### src/rtl/cba_pkg.sv
// ----------------------------------------------------------------------------
// cba_pkg
// shared types and constants of the contiguous block allocator
// ----------------------------------------------------------------------------
package cba_pkg;

  localparam int NUM_BLOCKS = 1024;
  localparam int WORD_W     = 32;
  localparam int NUM_WORDS  = NUM_BLOCKS / WORD_W;
  localparam int WADDR_W    = $clog2(NUM_WORDS);
  localparam int BIT_W      = $clog2(WORD_W);
  localparam int IDX_W      = $clog2(NUM_BLOCKS);
  localparam int CNT_W      = 11;
  localparam int START_W    = 10;
  localparam int FIRST_W    = 10;
  localparam int SUM_W      = CNT_W + 1;

  typedef enum logic [0:0] {
    CMD_ALLOC = 1'b0,
    CMD_FREE  = 1'b1
  } cmd_t;

  typedef enum logic [1:0] {
    ST_OK      = 2'd0,
    ST_NOSPACE = 2'd1,
    ST_BAD     = 2'd2
  } status_t;

  typedef struct packed {
    cmd_t               command;
    logic [CNT_W-1:0]   blk_count;
    logic [START_W-1:0] start_block;
  } in_item_t;

  typedef struct packed {
    status_t            status;
    logic [FIRST_W-1:0] first_block;
  } out_item_t;

  // write port of the map memory
  typedef struct packed {
    logic               en;
    logic [WADDR_W-1:0] addr;
    logic [WORD_W-1:0]  data;
  } ram_wr_t;

  // result of searching one map word
  typedef struct packed {
    logic             hit;
    logic [BIT_W-1:0] pos;
    logic [CNT_W-1:0] run_top;
  } search_t;

endpackage

### src/rtl/cba_map_ram.sv
// ----------------------------------------------------------------------------
// cba_map_ram
// usage map storage, one write port and one registered read port
// ----------------------------------------------------------------------------
module cba_map_ram (
  input  logic                          clk,
  input  cba_pkg::ram_wr_t              wr,
  input  logic [cba_pkg::WADDR_W-1:0]   rd_addr,
  output logic [cba_pkg::WORD_W-1:0]    rd_data_r
);
  import cba_pkg::*;

  logic [WORD_W-1:0] mem [NUM_WORDS];

  always_ff @(posedge clk) begin
    if (wr.en) begin
      mem[wr.addr] <= wr.data;
    end
    rd_data_r <= mem[rd_addr];
  end

endmodule

### src/rtl/cba_word_search.sv
// ----------------------------------------------------------------------------
// cba_word_search
// finds the lowest bit of one map word where the free run reaches the need
// ----------------------------------------------------------------------------
module cba_word_search (
  input  logic [cba_pkg::WORD_W-1:0] word,
  input  logic [cba_pkg::CNT_W-1:0]  run_in,
  input  logic [cba_pkg::CNT_W-1:0]  need,
  output cba_pkg::search_t           res
);
  import cba_pkg::*;

  always_comb begin
    logic             found;
    logic [BIT_W-1:0] lu;
    logic [CNT_W-1:0] run_j;
    found = 1'b0;
    lu    = '0;
    run_j = '0;
    res   = '0;
    // downward so that the lowest hit wins
    for (int j = WORD_W - 1; j >= 0; j--) begin
      found = 1'b0;
      lu    = '0;
      // last used bit at or below j
      for (int k = 0; k <= j; k++) begin
        if (word[k]) begin
          found = 1'b1;
          lu    = BIT_W'(k);
        end
      end
      if (word[j]) begin
        run_j = '0;
      end else if (found) begin
        run_j = CNT_W'(j) - CNT_W'(lu);
      end else begin
        run_j = run_in + CNT_W'(j + 1);
      end
      if (j == WORD_W - 1) begin
        res.run_top = run_j;
      end
      if (run_j >= need) begin
        res.hit = 1'b1;
        res.pos = BIT_W'(j);
      end
    end
  end

endmodule

### src/rtl/contiguous_block_allocator_core.sv
// ----------------------------------------------------------------------------
// contiguous_block_allocator_core
// first-fit allocator of contiguous block runs over a one-bit-per-block map
// ----------------------------------------------------------------------------
//  channel   ports                          handshake
//  input     in_item (command, count, start) start high while busy low
//  result    out_item (status, first_block)  out_valid for one cycle
//
//  the map sits in a 32-word by 32-bit memory with a registered read port
//  allocate: a scan of the map words from word 0, then a read-modify-write pass marking the run
//  free: a read-modify-write of each touched word, clearing the run
//  a bad request answers in the cycle after the transaction, busy stays low
//  after reset a clearing pass zeroes every map word with busy high
//  the receiver cannot stall, each result shows for exactly one cycle
// ----------------------------------------------------------------------------
module contiguous_block_allocator_core (
  input  logic               clk,
  input  logic               rst_n,
  input  logic               start,
  output logic               busy,
  input  cba_pkg::in_item_t  in_item,
  output logic               out_valid,
  output cba_pkg::out_item_t out_item
);
  import cba_pkg::*;

  typedef enum logic [1:0] {
    S_CLEAR,
    S_IDLE,
    S_SCAN,
    S_MARK
  } state_t;

  state_t               state_r;
  logic [WADDR_W-1:0]   clr_addr_r;
  logic [WADDR_W-1:0]   iss_addr_r;   // word address being read
  logic                 iss_done_r;   // every needed word has been read
  logic                 pend_r;       // read data valid this cycle
  logic [WADDR_W-1:0]   pend_addr_r;  // word address of the read data
  logic [CNT_W-1:0]     run_r;        // free run carried from lower words
  logic [CNT_W-1:0]     need_r;
  logic [IDX_W-1:0]     lo_r;         // first block of the run to update
  logic [IDX_W-1:0]     last_r;       // last block of the run to update
  logic                 set_r;        // mark used, otherwise clear
  logic [FIRST_W-1:0]   first_r;
  logic                 out_valid_r;
  out_item_t            out_item_r;

  ram_wr_t              wr;
  logic [WORD_W-1:0]    rd_data_r;
  search_t              sr;

  logic [SUM_W-1:0]     free_end;
  logic [SUM_W-1:0]     hit_start;
  logic [IDX_W-1:0]     hit_idx;
  logic [WADDR_W-1:0]   lo_w;
  logic [WADDR_W-1:0]   last_w;
  logic [BIT_W-1:0]     lb;
  logic [BIT_W-1:0]     ub;
  logic [WORD_W-1:0]    mask;

  cba_map_ram u_ram (
    .clk       (clk),
    .wr        (wr),
    .rd_addr   (iss_addr_r),
    .rd_data_r (rd_data_r)
  );

  cba_word_search u_search (
    .word   (rd_data_r),
    .run_in (run_r),
    .need   (need_r),
    .res    (sr)
  );

  // exclusive end of a free range
  assign free_end  = SUM_W'(in_item.start_block) + SUM_W'(in_item.blk_count);
  // block where the found run ends and where it starts
  assign hit_idx   = {pend_addr_r, sr.pos};
  assign hit_start = SUM_W'(hit_idx) + SUM_W'(1) - SUM_W'(need_r);

  // bit mask of the run inside the word in flight
  assign lo_w   = lo_r[IDX_W-1:BIT_W];
  assign last_w = last_r[IDX_W-1:BIT_W];
  assign lb     = (pend_addr_r == lo_w)   ? lo_r[BIT_W-1:0]   : '0;
  assign ub     = (pend_addr_r == last_w) ? last_r[BIT_W-1:0] : '1;
  assign mask   = ({WORD_W{1'b1}} << lb) &
                  ({WORD_W{1'b1}} >> (BIT_W'(WORD_W - 1) - ub));

  // memory writes: zero words while clearing, read-modify-write while marking
  always_comb begin
    wr = '0;
    if (state_r == S_CLEAR) begin
      wr.en   = 1'b1;
      wr.addr = clr_addr_r;
      wr.data = '0;
    end else if (state_r == S_MARK && pend_r) begin
      wr.en   = 1'b1;
      wr.addr = pend_addr_r;
      wr.data = set_r ? (rd_data_r | mask) : (rd_data_r & ~mask);
    end
  end

  always_ff @(posedge clk) begin
    if (!rst_n) begin
      state_r     <= S_CLEAR;
      clr_addr_r  <= '0;
      iss_done_r  <= 1'b0;
      pend_r      <= 1'b0;
      out_valid_r <= 1'b0;
    end else begin
      out_valid_r <= 1'b0;
      case (state_r)
        S_CLEAR: begin
          clr_addr_r <= clr_addr_r + WADDR_W'(1);
          if (clr_addr_r == WADDR_W'(NUM_WORDS - 1)) begin
            state_r <= S_IDLE;
          end
        end

        S_IDLE: begin
          if (start) begin
            iss_done_r <= 1'b0;
            pend_r     <= 1'b0;
            if (in_item.command == CMD_ALLOC) begin
              if (in_item.blk_count == '0 ||
                  in_item.blk_count > CNT_W'(NUM_BLOCKS)) begin
                out_valid_r <= 1'b1;
                out_item_r  <= '{status: ST_BAD, first_block: '0};
              end else begin
                state_r    <= S_SCAN;
                iss_addr_r <= '0;
                run_r      <= '0;
                need_r     <= in_item.blk_count;
              end
            end else begin
              if (in_item.blk_count == '0 ||
                  free_end > SUM_W'(NUM_BLOCKS)) begin
                out_valid_r <= 1'b1;
                out_item_r  <= '{status: ST_BAD, first_block: '0};
              end else begin
                state_r    <= S_MARK;
                lo_r       <= IDX_W'(in_item.start_block);
                last_r     <= IDX_W'(free_end - SUM_W'(1));
                iss_addr_r <= in_item.start_block[IDX_W-1:BIT_W];
                set_r      <= 1'b0;
                first_r    <= '0;
              end
            end
          end
        end

        S_SCAN: begin
          // stream word reads, one per cycle
          pend_r      <= !iss_done_r;
          pend_addr_r <= iss_addr_r;
          if (!iss_done_r) begin
            if (iss_addr_r == WADDR_W'(NUM_WORDS - 1)) begin
              iss_done_r <= 1'b1;
            end else begin
              iss_addr_r <= iss_addr_r + WADDR_W'(1);
            end
          end
          if (pend_r) begin
            if (sr.hit) begin
              // run found: go back and mark it, later reads are dropped
              state_r    <= S_MARK;
              lo_r       <= hit_start[IDX_W-1:0];
              last_r     <= hit_idx;
              iss_addr_r <= hit_start[IDX_W-1:BIT_W];
              iss_done_r <= 1'b0;
              pend_r     <= 1'b0;
              set_r      <= 1'b1;
              first_r    <= hit_start[FIRST_W-1:0];
            end else begin
              run_r <= sr.run_top;
              if (pend_addr_r == WADDR_W'(NUM_WORDS - 1)) begin
                state_r     <= S_IDLE;
                out_valid_r <= 1'b1;
                out_item_r  <= '{status: ST_NOSPACE, first_block: '0};
              end
            end
          end
        end

        S_MARK: begin
          // each word is read once and written the cycle after, while the next word is read
          pend_r      <= !iss_done_r;
          pend_addr_r <= iss_addr_r;
          if (!iss_done_r) begin
            if (iss_addr_r == last_w) begin
              iss_done_r <= 1'b1;
            end else begin
              iss_addr_r <= iss_addr_r + WADDR_W'(1);
            end
          end
          if (pend_r && pend_addr_r == last_w) begin
            state_r     <= S_IDLE;
            out_valid_r <= 1'b1;
            out_item_r  <= '{status: ST_OK, first_block: first_r};
          end
        end

        default: begin
          state_r <= S_IDLE;
        end
      endcase
    end
  end

  assign busy      = (state_r != S_IDLE);
  assign out_valid = out_valid_r;
  assign out_item  = out_item_r;

endmodule

### config.mk
export PLATFORM = sky130hd
export DESIGN_NAME = contiguous_block_allocator_core
export DESIGN_NICKNAME = d
export VERILOG_FILES = /design/src/rtl/cba_pkg.sv /design/src/rtl/cba_map_ram.sv /design/src/rtl/cba_word_search.sv /design/src/rtl/contiguous_block_allocator_core.sv
export SDC_FILE = /design/constraint.sdc
export NUM_CORES = 2
export LEC_CHECK = 0
export ABC_AREA = 0
export BUFFER_PORTS_ARGS = -buffer_cell sky130_fd_sc_hd__buf_4
export CORE_MARGIN = 2
export CORE_UTILIZATION = 46
export CTS_BUF_LIST = sky130_fd_sc_hd__clkbuf_16
export DETAILED_ROUTE_END_ITERATION = 10
export HOLD_SLACK_MARGIN = 0.06
export PLACE_DENSITY_LB_ADDON = 0.3
export SLEW_MARGIN = 15
export SYNTH_ARGS = -nofsm -noshare
export SYNTH_HDL_FRONTEND = slang
export SYNTH_SLANG_ARGS = --single-unit
### constraint.sdc
create_clock -name clk -period 10.5 [get_ports clk]
set_input_delay 1.05 -clock clk [delete_from_list [all_inputs] [get_ports clk]]
set_output_delay 1.05 -clock clk [all_outputs]
set_load 0.01 [all_outputs]
After elaboration in Yosys (flattened, before gate mapping)
Memory sizes are Yosys's and may differ from the RTL's. A register that Yosys moved wholly into a read port is not among the register bits.
Cells that the tools add are included.
{"block": "totals", "word_cells": 418, "ram_bits": 1024, "reg_bits": 85, "mem_count": 1}
{"block": "classes", "n_reduce_logical": 18, "bitwise_logic": 6, "n_mux": 244, "n_eq_ne": 28, "n_lt_le_gt_ge": 34, "addsub": 70, "shifts": 2}
{"name": "u_ram.mem", "words": 32, "word_bits": 32, "rd": 1, "rd_clocked_by_memory_dff": 1, "write_ports": 1, "line_no": "cba_map_ram.sv:13", "text": "logic [WORD_W-1:0] mem [NUM_WORDS];"}
{"cell": "$mux 11", "n": 69}
{"cell": "$ge 11x11->1", "n": 32}
{"cell": "$mux 5", "n": 42}
{"cell": "$mux 6", "n": 32}
{"cell": "$add 11x5->11 const B", "n": 16}
{"cell": "$mux 10", "n": 13}
{"cell": "$mux 12", "n": 8}
{"cell": "$sub 5x5->6 const A", "n": 16}
{"cell": "$add 11x4->11 const B", "n": 8}
{"cell": "$mux 38", "n": 2}
{"cell": "$and 32x32->32", "n": 2}
{"cell": "$pmux 10 s2", "n": 3}
{"cell": "$mux 1", "n": 57}
{"cell": "$sub 4x5->6 const A", "n": 8}
{"cell": "$add 11x3->11 const B", "n": 4}
{"cell": "$pmux 12 s3", "n": 1}
{"cell": "$mux 32", "n": 1}
{"cell": "$not 32->32", "n": 1}
{"cell": "$or 32x32->32", "n": 1}
{"cell": "$shl 32x5->32 const A", "n": 1}
{"cell": "$shr 32x5->32 const A", "n": 1}
{"cell": "$reduce_and 7->1", "n": 4}
{"cell": "$sub 3x5->6 const A", "n": 4}
{"cell": "$add 11x2->11 const B", "n": 2}
{"cell": "37 further kinds", "n": 74}

Depth between registers and ports, before layout
{"block": "logic_depth", "word_depth": 72, "depth_mapped": 39, "mapped_depth_nobuf": 37}

Cells and area by module
From an unflattened synthesis, not the netlist that was laid out.
{"block": "hier_totals", "cells_unflattened": 5157, "area_unflattened_um2": 62162.1}
{"mod": "cba_map_ram", "instances": 1, "area_per_inst_um2": 40487.6, "cells_per_inst": 2260}
{"mod": "cba_word_search", "instances": 1, "area_per_inst_um2": 15384.8, "cells_per_inst": 2230}
{"mod": "contiguous_block_allocator_core", "instances": 1, "area_per_inst_um2": 6289.8, "cells_per_inst": 667}

Worst setup path before layout
OpenSTA, ideal clock, no wires.
{"block": "synth_timing", "path_type": "register to register", "startpoint": "reg u_ram.rd_data_r[2] in the netlist's numbering, read port of u_ram.mem", "endpoint": "reg lo_r[9], data pin", "period_less_slack_ns": 7.258, "slack_ns": 3.242, "required_ns": 10.246, "path_buffers": 2, "stages_incl_launch_ff": 36, "t_arrival_ns": 7.005, "cell_sequence": "dfxtp_1 > buf_2 > or2_2 > a211oi_1 > o21a_1 > o21ai_1 > a31oi_1 > or3_1 > clkbuf_1 > a21boi_1 > or2_2 > ha_1 > nand3b_1 > o21ai_0 > a211oi_1 > ha_1 > a21o_1 > a221o_1 > a41oi_1 > o21ai_0 > nor4bb_1 > nor2b_1 > o21ba_2 > o41ai_1 > a31oi_1 > ha_1 > fa_1 > a21o_1 > a21oi_1 > o21bai_1 > a21oi_1 > o21ai_0 > xnor2_1 > nand2_1 > inv_1 > a21o_1"}
{"block": "synth_via", "elab_chain_cells": 71, "elab_cells_between_ends": 217, "classes_between": "32 x add/sub; 30 x order compare; 155 x mux"}
{"element": "start, declared", "line_no": "cba_map_ram.sv:9", "text": "output logic [cba_pkg::WORD_W-1:0] rd_data_r"}
{"element": "$mux 5 (30 in series)", "line_no": "cba_word_search.sv:27", "text": "if (word[k]) begin"}
{"element": "$sub 5x5->6", "line_no": "cba_word_search.sv:35", "text": "run_j = CNT_W'(j) - CNT_W'(lu);"}
{"element": "$mux 11", "line_no": "cba_word_search.sv:34", "text": "end else if (found) begin"}
{"element": "$mux 11", "line_no": "cba_word_search.sv:32", "text": "if (word[j]) begin"}
{"element": "$ge 11x11->1", "line_no": "cba_word_search.sv:42", "text": "if (run_j >= need) begin"}
{"element": "$mux 6 (29 in series)", "line_no": "cba_word_search.sv:42"}
{"element": "$mux 6 (*) (3 in series)", "line_no": "cba_word_search.sv:42"}
{"element": "$add 10x1->10 (*)", "line_no": "contiguous_block_allocator_core.sv:80", "text": "assign hit_start = SUM_W'(hit_idx) + SUM_W'(1) - SUM_W'(need_r);"}
{"element": "$sub 10x10->10 (*)", "line_no": "contiguous_block_allocator_core.sv:80"}
{"element": "$mux 10 (*)", "line_no": "contiguous_block_allocator_core.sv:165", "text": "if (sr.hit) begin"}
{"element": "$mux 10 (*)", "line_no": "contiguous_block_allocator_core.sv:164", "text": "if (pend_r) begin"}
{"element": "$pmux 10 s2 (*)", "line_no": "contiguous_block_allocator_core.sv:113", "text": "case (state_r)"}
{"element": "end signal, assigned", "line_no": "contiguous_block_allocator_core.sv:143", "text": "lo_r <= IDX_W'(in_item.start_block);"}
{"element": "end signal, assigned", "line_no": "contiguous_block_allocator_core.sv:168", "text": "lo_r <= hit_start[IDX_W-1:0];"}
{"element": "end, declared", "line_no": "contiguous_block_allocator_core.sv:42", "text": "logic [IDX_W-1:0] lo_r;"}
Mark *: on every way between the ends. The rest lies on a longest branch, timed or not. The select of a mux whose other input is x is not followed.
A chain may end at the register's enable or synchronous reset.

Final worst setup path
Same ends and word-level chain as after synthesis.

==> impl_metrics.json <==
{
  "overflow": 0,
  "p_leak_uw": 0.0220,
  "synth-simple-area-share_pct": 9.33,
  "holdPathStages": 2,
  "p_switching_uw": 3360,
  "r2r_setup_slack_ns": 1.39,
  "status": "completed",
  "finalSetupTns_ns": 0,
  "placementRows": 133,
  "synth_most_common_cell": "edfxtp_1",
  "ant_nets": 0,
  "fin_skew_ns": 0.0705,
  "min_period_ns": 9.11,
  "tightest_slew_ns": 1.22,
  "yosysTopAreaCell": "edfxtp_1",
  "async_flop_share_pct": 0,
  "dpl.cell_count": 6200,
  "setup_viol": 0,
  "core_area_um2": 132000,
  "yosys.area_share.adder_pct": 9.01,
  "holdWs_ns": 0.519,
  "worstSetupPathType": "reg -> reg",
  "synth_ff_type": "edfxtp_1",
  "synth_nets": 4985,
  "nFillCells": 11100,
  "postCtsHoldBufs": 0,
  "synth-compound-area-share_pct": 8.15,
  "numCtsBuffers": 112,
  "seqPwrFrac_pct": 45.4,
  "cellPowerDensity_nw_per_um2": 169,
  "cp-startpoint": "u_ram.rd_data_r[2]",
  "grt_start_max_net_pins": 95,
  "grt_usage_pct": 26.7,
  "r2r-start": "u_ram.rd_data_r[2]",
  "min_period_over_period_pct": 86.7,
  "io_pins": 39,
  "ys_warn_count": 0,
  "ys_top_cells_by_area": "edfxtp_1 (54%), mux4_2 (12%), ha_1 (8.9%), nor2_1 (2.6%), xnor2_1 (2.2%)",
  "first_pass_iters": 6,
  "r2r-end": "lo_r[9]",
  "synthCells": 4521,
  "avgRoutedWirePerCell_um": 28.5,
  "final_core_util_pct": 51.3,
  "drive_above_1_share_pct": 16.3,
  "combPwrFrac_pct": 21.7,
  "synthToLayoutAreaGrowth_pct": 10.5,
  "cts_sinks": 1141,
  "die_w_um": 369,
  "relSlewSlack_pct": 17.8,
  "min_from": "clr_addr_r[0]",
  "worstSkewPairLatency_ns": 0.73,
  "port_buffers": 38,
  "htreeDepth": 3,
  "via_per_inst": 6.32,
  "hp-class": "reg -> reg",
  "die_h_um": 369,
  "cts_resized": 0,
  "ys_top_cells_by_count": "edfxtp_1 (1,099), ha_1 (437), nor2_1 (424), nand2_1 (325), mux4_2 (320)",
  "antenna_found_initial": 6,
  "synth_edf_count": 1099,
  "dr_total_vias": 40600,
  "power_frac_clock_pct": 32.9,
  "p_int_uw": 8090,
  "synth_area_um2": 61200,
  "dp_hpwl_mm": 114,
  "peakVddDrop_mv": 0.150,
  "drc_errors": 0,
  "synth_top_family_by_area": "multiplexers",
  "synth_xor_area_share_pct": 3.69,
  "min_to": "clr_addr_r[0]",
  "avgSynthCellArea_um2": 13.5,
  "drt_iter0_markers": 5102,
  "ys_types": 96,
  "swShare_pct": 29.4,
  "fin_cells": 6414,
  "cts-root-buf": "clkbuf_16",
  "max_stage_delay_ns": 0.77,
  "wl_mm": 183,
  "grt_pass1_wl_mm": 267,
  "drv_cap": 0,
  "path_clk_slew_ns": 0.06,
  "endpoint_kind": "register",
  "cp-start-kind": "register",
  "synthMuxAreaShare_pct": 12.4,
  "netlist.area_leader.share_pct": 54.0,
  "synth_seq_cells": 1141,
  "place.gp.congestion": 1.02,
  "cts_tree": "built",
  "synth-seq-area-share_pct": 55.3,
  "clk_path_buf_depth": 3,
  "dieArea_um2": 136000,
  "initial_core_util_pct": 46.4,
  "postCtsSetupBuffers": 0,
  "slew_violations": 0,
  "crit_arrival_ns": 9.55,
  "path_max_fanout": 9,
  "rsz0062_at_grt": "no",
  "hold_viol_final": 0,
  "nNetsFinal": 5023,
  "cp.required_ns": 10.94,
  "fmax_mhz": 110,
  "r2r_cells": 33,
  "crit_slowest_cell": "o41ai_1",
  "grt_pass1_vias": 38900
}
==> power by group through the flow <==
stage | clock [µW] | sequential (µW) | combinational (µW)
final | 3760 | 5200 | 2490
after global routing | 3990 | 5210 | 2720
after CTS | 3820 | 5190 | 2440
after detailed placement | 0 | 5290 | 2430
after global placement | 0 | 5280 | 2410
after floorplan | 0 | 5250 | 1690
==> registers in the layout, summed over array words and instances (netlist names) <==
| signal | count |
|---|---|
| u_ram.mem | 1024 |
| u_ram.rd_data_r | 32 |
| out_item | 12 |
| need_r | 11 |
| run_r | 11 |
| first_r | 10 |
| last_r | 10 |
| lo_r | 10 |
| clr_addr_r | 5 |
| iss_addr_r | 5 |
| pend_addr_r | 5 |
| state_r | 2 |
| iss_done_r | 1 |
| out_valid | 1 |
| pend_r | 1 |
| set_r | 1 |
==> metrics by stage <==
stage | setup WS, ns | power [µW] | instance area (µm²)
after floorplan | 3.24 | 6940 | 61200
after global placement | 1.70 | 7690 | 64000
after detailed placement | 1.60 | 7720 | 64000
after CTS | 1.56 | 11500 | 67500
after global routing | 0.947 | 11900 | 67500
final | 1.39 | 11400 | 67600
==> layout make-up <==
cell class | instances | area [µm²] | area share (%)
timing repair buffer | 160 | 1250 | 1.85
multi-input combinational | 3054 | 26400 | 39.2
clock inverter | 98 | 644 | 0.954
clock buffer | 113 | 2830 | 4.19
tap | 1755 | 2200 | 3.25
sequential | 1141 | 33800 | 50.1
antenna | 3 | 7.51 | 0.0111
inverter | 90 | 338 | 0.500
==> per-layer routing <==
| layer | track usage, % | share of wire, % | vias up |
|---|---|---|---|
| met3 | 4.36 | 8.9 | 452 |
| met4 | 12.3 | 5.0 | 0 |
| met5 | 0 | 0 | - |
| li1 | - | - | 17600 |
| met1 | 36.2 | 40 | 20500 |
| met2 | 42.2 | 46 | 2095 |
==> how the worst max path moves through the flow <==
| stage | end | depth (start not counted) | slack [ns] |
|---|---|---|---|
| 6_report | lo_r[9] | 33 | 1.39 |
| 5_1_grt | lo_r[9] | 33 | 0.95 |
| 4_1_cts | lo_r[9] | 33 | 1.56 |
| 3_5_place_dp | lo_r[9] | 33 | 1.60 |
| 3_3_place_gp | lo_r[9] | 33 | 1.70 |
| 2_1_floorplan | lo_r[9] | 35 | 3.24 |
==> cell families (layout without fill, tap and decap cells) <==
logic type | after synthesis | after routing
fa+ha+maj | 439 | 439
xor+xnor | 258 | 258
mux | 358 | 358
buf+inv | 326 | 461
compound gates | 781 | 781
other cells | 0 | 3
flops | 1141 | 1141
simple gates | 1218 | 1218
==> cell usage in the layout, fill, tap and decap left out, types with 24 or more instances in the layout <==
cell type	count
buf_4	156
inv_1	113
dfxtp_1	42
and2_1	32
a211oi_1	52
nor3_1	73
clkbuf_16	113
nand2b_1	37
ha_1	437
o21a_1	29
nand4_1	38
a21o_1	66
clkinv_1	33
nand3_1	75
a21oi_1	257
nand2_1	325
a31oi_1	28
mux4_2	320
or2_2	24
nor2b_1	55
edfxtp_1	1099
xnor2_1	155
nor2_1	371
xor2_1	103
and3_1	25
nor2_4	37
o21ai_0	148
o211ai_1	26
mux2i_1	33
or3_1	50
==> critical path: cells and delay by family (launching register included) <==
kind | cells | cell delay (ns)
fa+ha+maj | 4 | 1.33
buf+inv | 1 | 0.06
compound gates | 20 | 5.14
xor+xnor | 1 | 0.15
simple gates | 7 | 1.80
flops | 1 | 0.39
Power figures use the tool's default switching activity.
